## src/rtl/assert_macros.svh

```systemverilog
// ---------------------------------------------------------------------------
// Assertion macros
// Short forms for the concurrent assertions used in the RTL.
// ---------------------------------------------------------------------------
`ifndef ASSERT_MACROS_SVH
`define ASSERT_MACROS_SVH

// Same-cycle implication, disabled while reset is asserted.
`define ASSERT_IMPLY(label, clk, rst_n, ante, cons, msg) \
	label: assert property (@(posedge clk) disable iff (!(rst_n)) (ante) |-> (cons)) \
		else $error(msg);

// Next-cycle implication, disabled while reset is asserted.
`define ASSERT_NEXT(label, clk, rst_n, ante, cons, msg) \
	label: assert property (@(posedge clk) disable iff (!(rst_n)) (ante) |=> (cons)) \
		else $error(msg);

`endif

```

## src/rtl/mmpf_pkg.sv

```systemverilog
// ---------------------------------------------------------------------------
// mmpf_pkg
// Sizes, types and constants of the multichannel median knob filter.
// ---------------------------------------------------------------------------
package mmpf_pkg;

	localparam int NUM_CHANNELS = 10;
	localparam int WINDOW_SIZE  = 5;
	localparam int SAMPLE_BITS  = 12;

	localparam int SAMPLE_W  = 12;
	localparam int CHANNEL_W = 4;
	localparam int THRESH_W  = 12;
	localparam logic [THRESH_W-1:0] THRESH_RESET = 12'd8;

	localparam int CH_W    = (NUM_CHANNELS > 1) ? $clog2(NUM_CHANNELS) : 1;
	localparam int SLOT_W  = (WINDOW_SIZE > 1) ? $clog2(WINDOW_SIZE) : 1;
	localparam int CNT_W   = $clog2(WINDOW_SIZE + 1);
	localparam int WORDS   = NUM_CHANNELS * WINDOW_SIZE;
	localparam int ADDR_W  = (WORDS > 1) ? $clog2(WORDS) : 1;
	localparam int CMP_W   = (SAMPLE_BITS > THRESH_W) ? SAMPLE_BITS : THRESH_W;

	typedef logic [SAMPLE_BITS-1:0] word_t;

	typedef struct packed {
		logic [SLOT_W-1:0] slot;
		word_t             held;
	} chan_entry_t;

	typedef enum logic [3:0] {
		ST_IDLE = 4'b0001,
		ST_CHAN = 4'b0010,
		ST_READ = 4'b0100,
		ST_FIN  = 4'b1000
	} state_t;

endpackage

```

## src/rtl/multichannel_median_pot_filter.sv

```systemverilog
// ---------------------------------------------------------------------------
// multichannel_median_pot_filter
// Round-robin running median filter with a deadband for scanned knobs.
// ---------------------------------------------------------------------------
// Each request carries one sample for the next channel of the scan; after
// acceptance it passes through ST_CHAN, ST_READ and ST_FIN and reaches the
// result register once the result side is free; the next request can be taken
// only after the return to ST_IDLE, so requests never overlap. The
// window is fetched from the sample memory through its single read port, one
// word per cycle, and ranked as the words arrive. A new request is taken once
// the previous result has been loaded, even while that result is still
// stalled. Clearing at reset is done by valid bits, so there is no clearing
// pass after reset.
`include "assert_macros.svh"

module multichannel_median_pot_filter (
	input  logic                          clk,
	input  logic                          arst_n,
	input  logic                          cfg_valid,
	output logic                          cfg_ready,
	input  logic [mmpf_pkg::THRESH_W-1:0] cfg_data,
	input  logic                          in_valid,
	output logic                          in_stall,
	input  logic [mmpf_pkg::SAMPLE_W-1:0] sample,
	output logic                          out_valid,
	input  logic                          out_stall,
	output logic [mmpf_pkg::CHANNEL_W-1:0] channel,
	output logic [mmpf_pkg::SAMPLE_W-1:0] median_value,
	output logic [mmpf_pkg::SAMPLE_W-1:0] held_value,
	output logic                          changed
);
	import mmpf_pkg::*;

	localparam logic [SLOT_W-1:0] MID_RANK  = SLOT_W'(WINDOW_SIZE / 2);
	localparam logic [SLOT_W-1:0] LAST_SLOT = SLOT_W'(WINDOW_SIZE - 1);
	localparam logic [CH_W-1:0]   LAST_CH   = CH_W'(NUM_CHANNELS - 1);

	state_t                state_q;
	logic [THRESH_W-1:0]   thresh_q;
	logic [CH_W-1:0]       scan_q;
	logic [CH_W-1:0]       next_ch;
	word_t                 sample_q;
	logic [SLOT_W-1:0]     slot_q;
	word_t                 held_old_q;
	logic [SLOT_W-1:0]     rk_q;

	chan_entry_t           chan_mem [NUM_CHANNELS];
	chan_entry_t           chan_rdata_q;
	logic                  chan_rvld_q;
	logic [NUM_CHANNELS-1:0] chan_vld_q;
	logic                  chan_we;
	chan_entry_t           chan_wdata;

	word_t                 win_mem [WORDS];
	word_t                 win_rdata_q;
	logic                  win_rvld_q;
	logic [WORDS-1:0]      win_vld_q;
	logic                  win_we;
	logic [ADDR_W-1:0]     win_waddr;
	logic [ADDR_W-1:0]     win_raddr;
	logic [ADDR_W-1:0]     base_addr;
	logic [CNT_W-1:0]      issue_k;

	word_t                 win_q  [WINDOW_SIZE];
	logic [SLOT_W-1:0]     rank_q [WINDOW_SIZE];

	logic [SLOT_W-1:0]     slot_cur;
	logic [SLOT_W-1:0]     slot_new;
	word_t                 elem;
	logic [SLOT_W-1:0]     le_cnt;
	word_t                 med;
	word_t                 diff;
	logic                  upd;
	word_t                 held_new;
	logic                  in_accept;
	logic                  out_free;
	logic                  load_out;

	logic [CHANNEL_W-1:0]  channel_q;
	logic [SAMPLE_W-1:0]   median_q;
	logic [SAMPLE_W-1:0]   held_q;
	logic                  changed_q;
	logic                  out_valid_q;

	assign cfg_ready = 1'b1;
	assign in_stall  = (state_q != ST_IDLE);
	assign in_accept = in_valid && !in_stall;
	assign out_free  = !out_valid_q || !out_stall;
	assign load_out  = (state_q == ST_FIN) && out_free;

	assign next_ch = (scan_q == LAST_CH) ? '0 : scan_q + CH_W'(1);

	always_comb begin
		slot_cur = chan_rvld_q ? chan_rdata_q.slot : '0;
		slot_new = (slot_cur != LAST_SLOT) ? slot_cur + SLOT_W'(1) : '0;
	end

	assign base_addr = ADDR_W'(scan_q) * ADDR_W'(WINDOW_SIZE);
	assign win_waddr = base_addr + ADDR_W'(slot_new);
	assign win_we    = (state_q == ST_CHAN);

	always_comb begin
		issue_k = (state_q == ST_CHAN) ? '0 : CNT_W'(rk_q) + CNT_W'(1);
		if (issue_k >= CNT_W'(WINDOW_SIZE)) begin
			issue_k = '0;
		end
		win_raddr = base_addr + ADDR_W'(issue_k);
	end

	always_comb begin
		if (rk_q == slot_q) begin
			elem = sample_q;
		end else if (win_rvld_q) begin
			elem = win_rdata_q;
		end else begin
			elem = '0;
		end
		le_cnt = '0;
		for (int i = 0; i < WINDOW_SIZE; i++) begin
			if (SLOT_W'(i) < rk_q && win_q[i] <= elem) begin
				le_cnt = le_cnt + SLOT_W'(1);
			end
		end
	end

	always_comb begin
		med = '0;
		for (int i = 0; i < WINDOW_SIZE; i++) begin
			if (rank_q[i] == MID_RANK) begin
				med = win_q[i];
			end
		end
		diff     = (med >= held_old_q) ? med - held_old_q : held_old_q - med;
		upd      = CMP_W'(diff) >= CMP_W'(thresh_q);
		held_new = upd ? med : held_old_q;
	end

	assign chan_we    = load_out;
	assign chan_wdata = '{slot: slot_q, held: held_new};

	always_ff @(posedge clk) begin
		if (chan_we) begin
			chan_mem[scan_q] <= chan_wdata;
		end
		chan_rdata_q <= chan_mem[next_ch];
	end

	always_ff @(posedge clk) begin
		if (win_we) begin
			win_mem[win_waddr] <= sample_q;
		end
		win_rdata_q <= win_mem[win_raddr];
	end

	always_ff @(posedge clk or negedge arst_n) begin
		if (!arst_n) begin
			state_q     <= ST_IDLE;
			thresh_q    <= THRESH_RESET;
			scan_q      <= '0;
			chan_vld_q  <= '0;
			win_vld_q   <= '0;
			out_valid_q <= 1'b0;
		end else begin
			if (cfg_valid && cfg_ready) begin
				thresh_q <= cfg_data;
			end
			if (win_we) begin
				win_vld_q[win_waddr] <= 1'b1;
			end
			if (chan_we) begin
				chan_vld_q[scan_q] <= 1'b1;
			end
			if (load_out) begin
				out_valid_q <= 1'b1;
			end else if (!out_stall) begin
				out_valid_q <= 1'b0;
			end
			unique case (state_q)
				ST_IDLE: begin
					if (in_accept) begin
						scan_q  <= next_ch;
						state_q <= ST_CHAN;
					end
				end
				ST_CHAN: begin
					state_q <= ST_READ;
				end
				ST_READ: begin
					if (rk_q == LAST_SLOT) begin
						state_q <= ST_FIN;
					end
				end
				ST_FIN: begin
					if (out_free) begin
						state_q <= ST_IDLE;
					end
				end
				default: begin
					state_q <= ST_IDLE;
				end
			endcase
		end
	end

	always_ff @(posedge clk) begin
		win_rvld_q <= win_vld_q[win_raddr];
		if (in_accept) begin
			sample_q    <= SAMPLE_BITS'(sample);
			chan_rvld_q <= chan_vld_q[next_ch];
		end
		if (state_q == ST_CHAN) begin
			slot_q     <= slot_new;
			held_old_q <= chan_rvld_q ? chan_rdata_q.held : '0;
			rk_q       <= '0;
		end
		if (state_q == ST_READ) begin
			for (int i = 0; i < WINDOW_SIZE; i++) begin
				if (SLOT_W'(i) < rk_q && elem < win_q[i]) begin
					rank_q[i] <= rank_q[i] + SLOT_W'(1);
				end
			end
			rank_q[rk_q] <= le_cnt;
			win_q[rk_q]  <= elem;
			if (rk_q != LAST_SLOT) begin
				rk_q <= rk_q + SLOT_W'(1);
			end
		end
		if (load_out) begin
			channel_q <= CHANNEL_W'(scan_q);
			median_q  <= SAMPLE_W'(med);
			held_q    <= SAMPLE_W'(held_new);
			changed_q <= upd;
		end
	end

	assign out_valid    = out_valid_q;
	assign channel      = channel_q;
	assign median_value = median_q;
	assign held_value   = held_q;
	assign changed      = changed_q;

	`ASSERT_NEXT(a_accept_to_chan, clk, arst_n, in_accept, state_q == ST_CHAN, "request not started")
	`ASSERT_NEXT(a_chan_to_read, clk, arst_n, state_q == ST_CHAN, state_q == ST_READ && rk_q == '0, "window fetch not started")
	`ASSERT_IMPLY(a_changed_held, clk, arst_n, out_valid_q && changed_q, held_q == median_q, "held value differs from median on change")

endmodule
```

## config.mk

```make
export PLATFORM = sky130hd
export DESIGN_NAME = multichannel_median_pot_filter
export DESIGN_NICKNAME = d
export VERILOG_FILES = /design/src/rtl/mmpf_pkg.sv /design/src/rtl/multichannel_median_pot_filter.sv
export VERILOG_INCLUDE_DIRS = /design/src /design/src/rtl
export SDC_FILE = /design/constraint.sdc
export NUM_CORES = 1
export LEC_CHECK = 0
export ABC_CLOCK_PERIOD_IN_PS = 6900
export BUFFER_PORTS_ARGS = -buffer_cell sky130_fd_sc_hd__buf_2
export CAP_MARGIN = 40
export CORE_MARGIN = 1
export CORE_UTILIZATION = 35
export CTS_CLUSTER_SIZE = 10
export DETAILED_ROUTE_END_ITERATION = 6
export PLACE_DENSITY = 0.53
export SLEW_MARGIN = 10
export SYNTH_ARGS = -nofsm -noshare
export SYNTH_HDL_FRONTEND = slang
export SYNTH_SLANG_ARGS = --single-unit
```

## constraint.sdc

```tcl
create_clock -name clk -period 6.9 [get_ports clk]
set_input_delay 1.725 -clock clk [delete_from_list [all_inputs] [get_ports clk]]
set_output_delay 1.725 -clock clk [all_outputs]
set_load 0.02 [all_outputs]
```

==> results.ini <==
[logic_synthesis]
syn_area_um2 = 41560
synth_warnings = 0
async_flop_share_pct = 8.149
ys_seq_area_share_pct = 70.10
ys.flop_type = edfxtp_1
synthTopCellsByCount = edfxtp_1, mux4_2, nor2_1
synth_top_area_share_pct = 63.72
post_synth_num_cell_types = 58
yosysMostFrequentCell = edfxtp_1
syn-num-nets = 2563
synth_cells = 2408
synth_edf_count = 882
avgSynthCellArea_um2 = 17.26
synth_seq_cells = 994
synth_top_cell_by_area = edfxtp_1
synth_area_leaders = edfxtp_1, mux4_2, dfrtp_1

[route]
drc = 0
wire_per_inst_um = 24.97
drt_iter0_markers = 1845
dr.pass1.iters = 5
antenna_left = 0
num_vias = 22470
via_per_inst = 5.285
wl_mm = 106.2

[grt]
grt-ovfl-total = 0
grt.total_usage_pct = 17.71
grt_first_pass_wirelength_mm = 157.5
grt_max_degree = 62
grt_pass1_vias = 23310
gr-usage-met1_pct = 25.27
antenna_found_initial = 1
top_usage_layer = met2
use_met2_pct = 28.52
use_met3_pct = 2.793

[cts]
clock_latency_ns = 0.71
cts_tree = yes
ctsHtreeMaxLevel = 3
cts_setup_buffers = 0
cts_made_buffers = 113
clockBufferDepth = 3
cts.sinks = 994
root_buffer = clkbuf_16
clk_pin_slew_ns = 0.06

[placement]
pre_cts_ws_ns = 0.2061
io_buffers = 59
gp_congestion = 0.8816
place_hpwl_mm = 69.52

[timing]
timing.hold.ws_ns = 0.4591
fin_ws_ns = 0.4415
tns_ns = 0
worst-slew-pin-transition_ns = 0.8214
period_share_pct = 93.60
maxSlewViolCount = 0
fmax_ghz = 0.1548
hold_viol_final = 0
rsz0062_at_grt = no
skew_ns = 0.07593
finalCriticalPeriod_ns = 6.459
setup_viol = 0
timing.slew.headroom_pct = 45.24

[die]
start_util_pct = 35.25
coreArea_um2 = 117900
ios = 61
die_w_um = 346.6
num_rows = 126
fp.dieH_um = 346.6
dieArea_um2 = 120100

[critical_path]
cp-end-kind = register
worstPathArrival_ns = 6.79
cp.required_ns = 7.23
worst-path-max-fanout = 11
cp-start-kind = register
worstSetupPathType = reg -> reg

[power_and_ir_drop]
p_clk_share_pct = 21.3
combPwrFrac_pct = 49.7
ir_drop_mv = 0.5333
static-leakage-power_uw = 0.01705
sequentialPowerShare_pct = 29.0
p_int_uw = 15900
swShare_pct = 39.02
switchingPower_uw = 10180
pwr_density_cell_nw_per_um2 = 539.6

[min_path]
hold_path.class = reg -> reg

[finish]
drive_above_1_share_pct = 25.22
nNetsFinal = 2774
area_growth_pct = 16.31
fill_cells = 10560
antenna_cells = 0

[run]
cap_violations = 0

[outcome]
outcome = complete, no violations

## final timing paths
kind	endpoint	cells after the start	from	slack (ns)
worst min-delay path	win_vld_q[20]	1	win_vld_q[20]	0.46
worst max register to register	chan_mem[2][3]	26	rank_q[1][0]	0.44
max in group asynchronous	win_vld_q[12]	3	arst_n	4.95
min in group asynchronous	state_q[3]	1	arst_n	0.91
worst max-delay path	chan_mem[2][3]	26	rank_q[1][0]	0.44
worst min register to register	win_vld_q[20]	1	win_vld_q[20]	0.46
## layout make-up
cell class | count | area, µm² | area share [%]
clock buffer | 200 | 3204 | 6.628
clock inverter | 12 | 221.5 | 0.4581
inverter | 125 | 469.2 | 0.9706
multi-input combinational | 1191 | 11730 | 24.26
sequential | 994 | 29140 | 60.27
tap | 1536 | 1922 | 3.975
timing repair buffer | 194 | 1660 | 3.435
## cells in the final DEF, fill, tap and decap left out, types with 31 or more instances in the layout
cell type,instances
a211oi_1,34
a21oi_1,83
buf_2,58
buf_4,90
clkbuf_1,82
clkbuf_16,113
dfrtp_1,78
dfxtp_1,31
edfxtp_1,882
ha_1,120
inv_1,125
mux2i_1,47
mux4_2,218
nand2_1,125
nand3_1,31
nor2_1,90
nor2_2,36
nor2b_1,32
o21ai_0,51
or2_2,63
## power groups by stage
stage / clock network [µW] / logic, µW / registers, µW
detailed placement: 0 / 13100 / 7680
CTS: 5670 / 13200 / 7560
global route: 5910 / 13800 / 7600
global placement: 0 / 12900 / 7670
finish: 5550 / 13000 / 7560
floorplan: 0 / 8510 / 7650
## logic make-up (layout without fill, tap and decap cells)
| family | after synthesis | count (layout) | share of synthesized area [%] |
|---|---|---|---|
| flip-flops | 994 | 994 | 70.10 |
| AND/OR/NAND/NOR | 470 | 470 | 5.494 |
| multiplexers | 286 | 286 | 13.51 |
| AO/OA/AOI/OAI | 271 | 271 | 4.031 |
| buffers and inverters | 223 | 531 | 2.189 |
| adder cells (fa/ha/maj) | 126 | 126 | 3.883 |
| XOR/XNOR | 37 | 37 | 0.7797 |
| other | 1 | 1 | 0.009023 |
## through the flow
stage / instance area (µm²) / total power (µW) / std cells / util, %
after floorplan: 41560 / 16160 / 2408 / -
after detailed placement: 44910 / 20810 / 4040 / 38.08
after CTS: 48330 / 26410 / 4252 / 40.99
after global placement: 44270 / 20590 / 3997 / 37.54
final: 48340 / 26080 / 4252 / 41.00
after global routing: 48340 / 27340 / 4252 / 41.00
## routing by layer
metal / part of all wire [%] / up-vias
li1: - / 9776
met1: 45 / 11910
met2: 47 / 655
met3: 5.6 / 126
met4: 1.7 / 0
met5: 0 / -
## worst max-delay path, stage by stage (launching register included)
cell and delay [ns]:
edfxtp_1 0.38, inv_1 0.06, ha_1 0.18, nor2b_1 0.15
nor3b_2 0.30, a22oi_1 0.15, a211oi_1 0.25, a21oi_1 0.07
a21oi_1 0.33, inv_1 0.09, ha_1 0.22, fa_1 0.40
nand3b_1 0.20, a21oi_1 0.22, or3_1 0.17, nand2_1 0.10
o21ai_2 0.34, buf_4 0.25, mux2i_1 0.23, xor2_1 0.19
ha_1 0.27, nand3_1 0.09, or3_1 0.10, o2111ai_1 0.12
a31oi_1 0.38, buf_4 0.32, mux2_1 0.51
## timing repair
action | CTS | global route
endpoints found under the hold margin | 0 | 0
gates resized for setup | 0 | 2
hold buffers | 0 | 0
endpoints found under the setup margin | 0 | 132
## registers in the layout, summed over array words and instances (netlist names), 3 cells and up
register      cells
chan_mem        150
chan_rdata_q     15
chan_vld_q       10
channel           4
held_old_q       12
held_value       12
median_value     12
rank_q           15
rk_q              3
sample_q         12
scan_q            4
slot_q            3
state_q           4
thresh_q         12
win_mem         600
win_q            60
win_rdata_q      12
win_vld_q        50
No activity file was read; power rests on OpenSTA's default activity.
